## config.mk

```make
export PLATFORM = sky130hd
export DESIGN_NAME = ip_address_text_formatter_unit_flat
export DESIGN_NICKNAME = d
export VERILOG_FILES = /design/src/iptf_pkg.sv /design/src/iptf_if.sv /design/src/iptf_datapath.sv /design/src/iptf_ctrl.sv /design/src/ip_address_text_formatter_unit.sv /design/src/flat_wrapper.sv
export SDC_FILE = /design/constraint.sdc
export NUM_CORES = 1
export LEC_CHECK = 0
export BUFFER_PORTS_ARGS = -buffer_cell sky130_fd_sc_hd__buf_4
export CORE_MARGIN = 10
export CORE_UTILIZATION = 50
export CTS_CLUSTER_SIZE = 16
export DETAILED_ROUTE_END_ITERATION = 8
export PLACE_DENSITY = 0.71
export SKIP_CTS_REPAIR_TIMING = 1
export SLEW_MARGIN = 15
export SYNTH_ARGS = -nofsm -noshare
export SYNTH_HDL_FRONTEND = slang
export SYNTH_SLANG_ARGS = --single-unit
```

## constraint.sdc

```tcl
create_clock -name clk -period 17.1 [get_ports clk]
set_input_delay 3.42 -clock clk [delete_from_list [all_inputs] [get_ports clk]]
set_output_delay 3.42 -clock clk [all_outputs]
set_load 0.05 [all_outputs]
```

## src/iptf_pkg.sv

```systemverilog
package iptf_pkg;

    localparam int NUM_GROUPS = 8;

    localparam logic [6:0] CH_ZERO    = 7'h30;
    localparam logic [6:0] CH_COLON   = 7'h3a;
    localparam logic [6:0] CH_DOT     = 7'h2e;
    localparam logic [6:0] CH_LOWER_A = 7'h61;
    localparam logic [6:0] CH_LOWER_F = 7'h66;
    localparam logic [6:0] CH_UPPER_A = 7'h41;
    localparam logic [6:0] CH_UPPER_F = 7'h46;

    typedef enum logic [2:0] {
        ST_IDLE = 3'b001,
        ST_SCAN = 3'b010,
        ST_EMIT = 3'b100
    } iptf_state_t;

    typedef struct packed {
        logic load;
        logic scan;
        logic step;
    } iptf_cmd_t;

    typedef struct packed {
        logic out_free;
        logic char_last;
    } iptf_stat_t;

    // Index of the most significant nonzero hex digit; a zero group prints one digit.
    function automatic logic [1:0] hex_top(input logic [15:0] w);
        logic [1:0] top;
        if (w[15:12] != 4'd0) top = 2'd3;
        else if (w[11:8] != 4'd0) top = 2'd2;
        else if (w[7:4] != 4'd0) top = 2'd1;
        else top = 2'd0;
        return top;
    endfunction

    function automatic logic [1:0] dec_top(input logic [7:0] v);
        logic [1:0] top;
        if (v >= 8'd100) top = 2'd2;
        else if (v >= 8'd10) top = 2'd1;
        else top = 2'd0;
        return top;
    endfunction

    // Decimal digit of an octet: position 2 is hundreds, 1 tens, 0 ones.
    // Tens come from a multiply by 205/2048, exact for values below 100.
    function automatic logic [3:0] dec_digit(input logic [7:0] v, input logic [1:0] pos);
        logic [1:0]  h;
        logic [7:0]  r;
        logic [14:0] prod;
        logic [3:0]  t;
        logic [6:0]  o;
        logic [3:0]  d;
        h = (v >= 8'd200) ? 2'd2 : ((v >= 8'd100) ? 2'd1 : 2'd0);
        r = v - 8'(h) * 8'd100;
        prod = 15'(r[6:0]) * 15'd205;
        t = prod[14:11];
        o = r[6:0] - 7'(t) * 7'd10;
        unique case (pos)
            2'd2:    d = 4'(h);
            2'd1:    d = t;
            default: d = o[3:0];
        endcase
        return d;
    endfunction

    function automatic logic [6:0] hex_char(input logic [3:0] d, input logic upper);
        logic [6:0] c;
        if (d < 4'd10) c = CH_ZERO + 7'(d);
        else c = (upper ? CH_UPPER_A : CH_LOWER_A) + 7'(d - 4'd10);
        return c;
    endfunction

endpackage

```

## src/iptf_if.sv

```systemverilog
interface iptf_addr_if;
    logic        valid;
    logic        ready;
    logic        is_v6;
    logic [63:0] addr_hi;
    logic [63:0] addr_lo;

    modport source (output valid, output is_v6, output addr_hi, output addr_lo, input ready);
    modport sink (input valid, input is_v6, input addr_hi, input addr_lo, output ready);
endinterface

interface iptf_char_if;
    logic       valid;
    logic       ready;
    logic [6:0] char_code;
    logic       last_char;

    modport source (output valid, output char_code, output last_char, input ready);
    modport sink (input valid, input char_code, input last_char, output ready);
endinterface

```

## src/iptf_datapath.sv

```systemverilog
module iptf_datapath (
    input  logic                 clk,
    input  logic                 rst_n,
    input  logic                 cfg_wr_en,
    input  logic                 cfg_wr_data,
    input  logic                 is_v6,
    input  logic [63:0]          addr_hi,
    input  logic [63:0]          addr_lo,
    input  iptf_pkg::iptf_cmd_t  cmd,
    output iptf_pkg::iptf_stat_t stat,
    input  logic                 txt_ready,
    output logic                 txt_valid,
    output logic [6:0]           char_code,
    output logic                 last_char
);
    import iptf_pkg::*;

    logic        upper_reg;
    logic [63:0] addr_hi_reg;
    logic [63:0] addr_lo_reg;
    logic        v6_reg;
    logic [3:0]  run_start_reg;
    logic [3:0]  run_len_reg;
    logic [3:0]  grp_reg;
    logic [1:0]  dig_reg;
    logic        sep_reg;
    logic        dbl_reg;
    logic        txt_valid_reg;
    logic [6:0]  char_reg;
    logic        last_reg;

    logic [3:0]  grp_next;
    logic [1:0]  dig_next;
    logic        sep_next;
    logic        dbl_next;

    logic [127:0] addr_all;
    logic [7:0]   zero_grp;
    logic [3:0]   scan_start;
    logic [3:0]   scan_len;
    logic [1:0]   top_first;
    logic         run_here;
    logic [3:0]   run_end;
    logic [3:0]   gsel;
    logic [15:0]  cur_word;
    logic [7:0]   cur_octet;
    logic [15:0]  nxt_word;
    logic [7:0]   nxt_octet;
    logic [1:0]   top_next;
    logic [6:0]   ch;
    logic         is_last;

    assign addr_all = {addr_hi_reg, addr_lo_reg};

    always_comb
    begin
        for (int g = 0; g < NUM_GROUPS; g++)
        begin
            zero_grp[g] = (addr_all[127 - 16 * g -: 16] == 16'd0);
        end
    end

    // Longest run of zero groups; a strictly longer run replaces the best so far.
    always_comb
    begin : scan_blk
        logic [3:0] cur_s;
        logic [3:0] cur_l;
        logic [3:0] best_s;
        logic [3:0] best_l;
        cur_s  = 4'd0;
        cur_l  = 4'd0;
        best_s = 4'hf;
        best_l = 4'd0;
        for (int g = 0; g < NUM_GROUPS; g++)
        begin
            if (zero_grp[g])
            begin
                if (cur_l == 4'd0)
                begin
                    cur_s = 4'(g);
                end
                cur_l = cur_l + 4'd1;
                if (cur_l > best_l)
                begin
                    best_l = cur_l;
                    best_s = cur_s;
                end
            end
            else
            begin
                cur_l = 4'd0;
            end
        end
        scan_start = v6_reg ? best_s : 4'hf;
        scan_len   = v6_reg ? best_l : 4'd0;
    end

    assign top_first = v6_reg ? hex_top(addr_hi_reg[63:48]) : dec_top(addr_lo_reg[31:24]);

    assign run_here  = v6_reg && (run_len_reg != 4'd0) && (grp_reg == run_start_reg);
    assign run_end   = grp_reg + run_len_reg;
    assign gsel      = (run_here && dbl_reg) ? run_end : grp_reg + 4'd1;

    assign cur_word  = addr_all[{3'd7 - grp_reg[2:0], 4'b0000} +: 16];
    assign cur_octet = addr_lo_reg[{~grp_reg[1:0], 3'b000} +: 8];
    assign nxt_word  = addr_all[{3'd7 - gsel[2:0], 4'b0000} +: 16];
    assign nxt_octet = addr_lo_reg[{~gsel[1:0], 3'b000} +: 8];
    assign top_next  = v6_reg ? hex_top(nxt_word) : dec_top(nxt_octet);

    always_comb
    begin
        ch       = CH_COLON;
        is_last  = 1'b0;
        grp_next = grp_reg;
        dig_next = dig_reg;
        sep_next = sep_reg;
        dbl_next = dbl_reg;
        if (v6_reg)
        begin
            if (run_here)
            begin
                ch = CH_COLON;
                if (!dbl_reg)
                begin
                    dbl_next = 1'b1;
                end
                else
                begin
                    dbl_next = 1'b0;
                    sep_next = 1'b0;
                    grp_next = run_end;
                    dig_next = top_next;
                    is_last  = (run_end == 4'd8);
                end
            end
            else if (sep_reg)
            begin
                ch       = CH_COLON;
                sep_next = 1'b0;
            end
            else
            begin
                ch = hex_char(cur_word[{dig_reg, 2'b00} +: 4], upper_reg);
                if (dig_reg == 2'd0)
                begin
                    is_last  = (grp_reg == 4'd7);
                    grp_next = grp_reg + 4'd1;
                    sep_next = 1'b1;
                    dig_next = top_next;
                end
                else
                begin
                    dig_next = dig_reg - 2'd1;
                end
            end
        end
        else
        begin
            if (sep_reg)
            begin
                ch       = CH_DOT;
                sep_next = 1'b0;
            end
            else
            begin
                ch = CH_ZERO + 7'(dec_digit(cur_octet, dig_reg));
                if (dig_reg == 2'd0)
                begin
                    is_last  = (grp_reg == 4'd3);
                    grp_next = grp_reg + 4'd1;
                    sep_next = 1'b1;
                    dig_next = top_next;
                end
                else
                begin
                    dig_next = dig_reg - 2'd1;
                end
            end
        end
    end

    always_ff @(posedge clk or negedge rst_n)
    begin
        if (!rst_n)
        begin
            upper_reg     <= 1'b0;
            run_start_reg <= 4'hf;
            run_len_reg   <= 4'd0;
            grp_reg       <= 4'd0;
            dig_reg       <= 2'd0;
            sep_reg       <= 1'b0;
            dbl_reg       <= 1'b0;
            txt_valid_reg <= 1'b0;
        end
        else
        begin
            if (cfg_wr_en)
            begin
                upper_reg <= cfg_wr_data;
            end
            if (cmd.scan)
            begin
                run_start_reg <= scan_start;
                run_len_reg   <= scan_len;
                grp_reg       <= 4'd0;
                dig_reg       <= top_first;
                sep_reg       <= 1'b0;
                dbl_reg       <= 1'b0;
            end
            else if (cmd.step)
            begin
                grp_reg <= grp_next;
                dig_reg <= dig_next;
                sep_reg <= sep_next;
                dbl_reg <= dbl_next;
            end
            if (cmd.step)
            begin
                txt_valid_reg <= 1'b1;
            end
            else if (txt_ready)
            begin
                txt_valid_reg <= 1'b0;
            end
        end
    end

    always_ff @(posedge clk)
    begin
        if (cmd.load)
        begin
            addr_hi_reg <= addr_hi;
            addr_lo_reg <= addr_lo;
            v6_reg      <= is_v6;
        end
        if (cmd.step)
        begin
            char_reg <= ch;
            last_reg <= is_last;
        end
    end

    assign stat.out_free  = !txt_valid_reg || txt_ready;
    assign stat.char_last = is_last;
    assign txt_valid      = txt_valid_reg;
    assign char_code      = char_reg;
    assign last_char      = last_reg;

endmodule

```

## src/iptf_ctrl.sv

```systemverilog
module iptf_ctrl (
    input  logic                 clk,
    input  logic                 rst_n,
    input  logic                 addr_valid,
    output logic                 addr_ready,
    input  iptf_pkg::iptf_stat_t stat,
    output iptf_pkg::iptf_cmd_t  cmd
);
    import iptf_pkg::*;

    iptf_state_t state_reg;
    iptf_state_t state_next;

    always_comb
    begin
        cmd        = '0;
        addr_ready = 1'b0;
        state_next = state_reg;
        unique case (state_reg)
            ST_IDLE:
            begin
                addr_ready = 1'b1;
                if (addr_valid)
                begin
                    cmd.load   = 1'b1;
                    state_next = ST_SCAN;
                end
            end
            ST_SCAN:
            begin
                cmd.scan   = 1'b1;
                state_next = ST_EMIT;
            end
            ST_EMIT:
            begin
                if (stat.out_free)
                begin
                    cmd.step = 1'b1;
                    // The next address may come in with the final character.
                    if (stat.char_last)
                    begin
                        addr_ready = 1'b1;
                        if (addr_valid)
                        begin
                            cmd.load   = 1'b1;
                            state_next = ST_SCAN;
                        end
                        else
                        begin
                            state_next = ST_IDLE;
                        end
                    end
                end
            end
            default:
            begin
                state_next = ST_IDLE;
            end
        endcase
    end

    always_ff @(posedge clk or negedge rst_n)
    begin
        if (!rst_n)
        begin
            state_reg <= ST_IDLE;
        end
        else
        begin
            state_reg <= state_next;
        end
    end

endmodule

```

## src/ip_address_text_formatter_unit.sv

```systemverilog
// IP address text formatter.
// The addr_ch channel takes one address per transfer: is_v6 selects IPv4
// (dotted decimal from addr_lo[31:0]) or IPv6 (eight hex groups, addr_hi first).
// The char_ch channel returns the text one ASCII character per transfer,
// with last_char set on the final character of each address.
// For IPv6 the longest run of zero groups, left-most on a tie, becomes "::".
// cfg_wr_en/cfg_wr_data write the upper case hex select; write it only while idle.
// Operation: after an address transfer, the scan state finds the zero run, then
// one character per cycle is produced into an output register while that
// register is free. The first character is registered at the first step after
// the scan. An address has 2 to 39 characters; the next address is taken in
// the cycle that produces the final character, so back-to-back addresses are
// separated only by the scan of the next one.
// When the receiver holds char_ch.ready low, the held character stays put and
// character production pauses; addr_ch.ready stays low until the last
// character of the current address has been produced.
// Reset clears the controller, the output valid flag and the hex case select.
module ip_address_text_formatter_unit (
    input logic         clk,
    input logic         rst_n,
    input logic         cfg_wr_en,
    input logic         cfg_wr_data,
    iptf_addr_if.sink   addr_ch,
    iptf_char_if.source char_ch
);
    import iptf_pkg::*;

    iptf_cmd_t  cmd;
    iptf_stat_t stat;

    // Sequencer: idle, zero-run scan, then character emission.
    iptf_ctrl u_ctrl (
        .clk        (clk),
        .rst_n      (rst_n),
        .addr_valid (addr_ch.valid),
        .addr_ready (addr_ch.ready),
        .stat       (stat),
        .cmd        (cmd)
    );

    // Address store, zero-run finder, character generator and output register.
    iptf_datapath u_datapath (
        .clk         (clk),
        .rst_n       (rst_n),
        .cfg_wr_en   (cfg_wr_en),
        .cfg_wr_data (cfg_wr_data),
        .is_v6       (addr_ch.is_v6),
        .addr_hi     (addr_ch.addr_hi),
        .addr_lo     (addr_ch.addr_lo),
        .cmd         (cmd),
        .stat        (stat),
        .txt_ready   (char_ch.ready),
        .txt_valid   (char_ch.valid),
        .char_code   (char_ch.char_code),
        .last_char   (char_ch.last_char)
    );

endmodule

```

## src/flat_wrapper.sv

```systemverilog
// flat-port wrapper written by rule: the top's interface ports become plain ports
module ip_address_text_formatter_unit_flat import iptf_pkg::*;
  (clk, rst_n, cfg_wr_en, cfg_wr_data, addr_ch_valid, addr_ch_is_v6, addr_ch_addr_hi, addr_ch_addr_lo, addr_ch_ready, char_ch_valid, char_ch_char_code, char_ch_last_char, char_ch_ready);
  iptf_addr_if addr_ch_i ();
  iptf_char_if char_ch_i ();
  input logic clk;
  input logic rst_n;
  input logic cfg_wr_en;
  input logic cfg_wr_data;
  input wire logic [$bits(addr_ch_i.valid)-1:0] addr_ch_valid;
  input wire logic [$bits(addr_ch_i.is_v6)-1:0] addr_ch_is_v6;
  input wire logic [$bits(addr_ch_i.addr_hi)-1:0] addr_ch_addr_hi;
  input wire logic [$bits(addr_ch_i.addr_lo)-1:0] addr_ch_addr_lo;
  output wire logic [$bits(addr_ch_i.ready)-1:0] addr_ch_ready;
  output wire logic [$bits(char_ch_i.valid)-1:0] char_ch_valid;
  output wire logic [$bits(char_ch_i.char_code)-1:0] char_ch_char_code;
  output wire logic [$bits(char_ch_i.last_char)-1:0] char_ch_last_char;
  input wire logic [$bits(char_ch_i.ready)-1:0] char_ch_ready;
  assign addr_ch_i.valid = addr_ch_valid;
  assign addr_ch_i.is_v6 = addr_ch_is_v6;
  assign addr_ch_i.addr_hi = addr_ch_addr_hi;
  assign addr_ch_i.addr_lo = addr_ch_addr_lo;
  assign addr_ch_ready = addr_ch_i.ready;
  assign char_ch_valid = char_ch_i.valid;
  assign char_ch_char_code = char_ch_i.char_code;
  assign char_ch_last_char = char_ch_i.last_char;
  assign char_ch_i.ready = char_ch_ready;
  ip_address_text_formatter_unit u_core (.clk(clk), .rst_n(rst_n), .cfg_wr_en(cfg_wr_en), .cfg_wr_data(cfg_wr_data), .addr_ch(addr_ch_i), .char_ch(char_ch_i));
endmodule
```

==> summary.md <==
| Metric | Value |
|---|---|
| Outcome | completed |
| Pre-CTS setup slack | 6.11 ns |
| RR Endpoint | u_core.u_datapath.run_len_reg[2] |
| Full die area | 27800 sq um |
| Hold Path Stages | 2 |
| GP Congestion | 0.917 |
| Clock period minus worst slack | 11.21 ns |
| Final net count | 1284 |
| Final Hold Fails | 0 |
| Max_slew headroom | 0.386 |
| Crit Reg-Reg Startpoint | u_core.u_datapath.addr_hi_reg[59] |
| Most common cell after layout, fill and taps aside | buf_4 |
| CTS tree | yes |
| Mapped Avg Cell Area | 11.7 sq um |
| Library cells used by synthesis | 84 |
| Largest net degree at the start of global routing | 96 |
| Clk_lat worst skew | 0.44 ns |
| Total grt overflow | 0 |
| Critical path's most frequent cell | ha_1 |
| Worst endpoint required time | 17.42 ns |
| R2R depth | 43 |
| Clock Sink Count | 158 |
| Reg2reg setup slack | 5.89 ns |
| DR vias/cell | 6.07 |
| Commonest cells after routing, fill and taps aside | buf_4 (152), edfxtp_1 (137), ha_1 (85) |
| Final setup fails | 0 |
| Hold EP | u_core.u_datapath.run_start_reg[0] |
| Die W | 167 um |
| Total Routed Length | 28800 um |
| PortBufs | 144 |
| Crit Path Max Fanout | 13 |
| First-pass GRT wire length | 45900 um |
| Core ar. | 21100 sq um |
| Antenna diodes | 0 |
| 1st-iter DRT viols | 700 |
| Max cap viols | 0 |
| Mapped Cells | 919 |
| Ys async rst share | 0.133 |
| Initial antenna violation count | 0 |
| Max VDD drop | 0.000352 V |
| Pwr dens | 249 nW/um^2 |
| CTS Buf Count | 17 |
| DRC | 0 |
| Buf/Inv on CP | 6 |
| Setup crit end kind | flip-flop |
| Crit start category | flip-flop |
| Pin slew with the least headroom to its limit | 0.914 ns |
| RSZ-0062 raised after global routing | no |
| CTS root buf | clkbuf_16 |
| Hold slack | 0.527 ns |
| Sequential area share after synthesis | 0.432 |
| Antenna Violating Nets Remaining | 0 |
| Top Ports | 145 |
| Layout cell share with drive strength beyond 1 | 0.254 |
| Initial Utilization | 0.510 |
| # rows | 53 |
| Fmax | 89.2 MHz |
| Worst Path Arrival | 11.53 ns |
| Number of global-route vias before repair | 8235 |
| EDFF count, synth | 137 |
| WS Path Type | flip-flop to flip-flop |
| CP peak stage delay | 0.71 ns |
| Die Ht | 167 um |
| CP max stage cell | o21ai_1 |
| Area Overhead vs Synth | 18.2% |
| Clock skew | 0.0142 ns |
| Hold_sp | u_core.u_datapath.run_start_reg[0] |
| Drt pass-1 iters | 5 |
| H-tree depth | 4 |
| Detailed Place HPWL | 22400 um |
| Gr usage total | 0.204 |
| Number of synthesized register bits | 158 |
| Cell Area, Synth | 10700 sq um |
| Synth warn | 0 |
| Final critical-path share of the clock period | 0.656 |
| Wirelength per Cell | 21.5 um |
| Clock-pin slew on the worst setup and hold paths | 0.07 ns |
| Post-synth top flop | edfxtp_1 |
| Mapped Nets | 1150 |
| Clock tree buffer depth | 2 |
| Top Family by Delay on Critical Path | compound AO/OA/AOI/OAI gates |
| TNS Setup | 0 ns |
| P_leak | 0.00504 uW |
| Hold WC Path Type | flip-flop to flip-flop |
| Vias | 8138 |
| Fin. max-slew vios | 0 |
| Final worst setup slack | 5.89 ns |
## synth_stat cells, types with 9 or more instances
cell type / n / area (sq um)
nor3_1: 9 / 45.0
a22oi_1: 11 / 82.6
clkbuf_1: 20 / 75.1
buf_2: 12 / 60.1
nand2_1: 49 / 184
mux2_2: 17 / 191
nand4_1: 11 / 68.8
xor2_1: 16 / 140
ha_1: 85 / 1060
inv_1: 68 / 255
and2_1: 9 / 56.3
mux2i_1: 44 / 440
nor2b_1: 11 / 68.8
edfxtp_1: 137 / 4110
o21ai_0: 46 / 230
a21o_1: 10 / 75.1
mux4_2: 34 / 766
dfrtp_1: 16 / 400
a211oi_1: 9 / 67.6
a21oi_1: 36 / 180
xnor2_1: 18 / 158
nand3_1: 26 / 130
fa_1: 11 / 220
nor4_1: 24 / 150
nor2_1: 41 / 154
## tightest hold or removal path: stages (launching register included)
cell	delay (ns)
dfstp_2	0.37
nor2_1	0.10
a211oi_1	0.05
## layer usage
metal | track usage | part of all wire | vias to the layer above
met5 | 0 | 0 | -
met4 | 0.0435 | 0.011 | 0
met3 | 0.0567 | 0.078 | 34
met2 | 0.339 | 0.49 | 352
met1 | 0.260 | 0.42 | 3941
li1 | - | - | 3811
## stage by stage
stage	power (uW)	utilization	instances	instance area, sq um
CTS	3190	0.601	1340	12700
global placement	2720	0.572	1308	12100
finish	3160	0.602	1341	12700
global route	3520	0.602	1341	12700
floorplan	2310	-	919	10700
detailed placement	2770	0.572	1308	12100
## power by group
| part | switching, uW | total, uW | internal (uW) | leakage [uW] |
|---|---|---|---|---|
| Clock | 183 | 394 | 211 | 0.000299 |
| Sequential | 81.3 | 629 | 547 | 0.00155 |
| Combinational | 1130 | 2140 | 1010 | 0.00319 |
| Total | 1390 | 3160 | 1770 | 0.00504 |
## cells by family (layout without fill, tap and decap cells)
group / count (synthesis) / count (layout) / synth area share
flops: 158 / 158 / 0.432
simple gates: 232 / 232 / 0.123
fa+ha+maj: 96 / 96 / 0.119
xor+xnor: 34 / 34 / 0.0277
mux: 96 / 96 / 0.132
buf+inv: 109 / 256 / 0.0416
compound gates: 194 / 194 / 0.124
## how the worst max path moves through the flow
stage | from | endpoint | slack [ns] | depth (start not counted)
2_1_floorplan | u_core.u_datapath.addr_hi_reg[59] | u_core.u_datapath.run_len_reg[2] | 7.41 | 46
3_3_place_gp | u_core.u_datapath.addr_hi_reg[43] | u_core.u_datapath.run_len_reg[2] | 6.37 | 44
3_5_place_dp | u_core.u_datapath.addr_hi_reg[59] | u_core.u_datapath.run_len_reg[2] | 6.11 | 43
4_1_cts | u_core.u_datapath.addr_hi_reg[59] | u_core.u_datapath.run_len_reg[2] | 6.09 | 43
5_1_grt | u_core.u_datapath.addr_hi_reg[58] | u_core.u_datapath.run_len_reg[2] | 5.06 | 43
6_report | u_core.u_datapath.addr_hi_reg[59] | u_core.u_datapath.run_len_reg[2] | 5.89 | 43
## final cells by class
type                       count  area (sq um)
inverter                      71           267
clock buffer                  17           425
multi-input combinational    652          5660
tap                          275           344
sequential                   158          4650
fill                        1663          8390
timing repair buffer         153          1170
clock inverter                15           194
No activity file was read; power rests on OpenSTA's default activity.
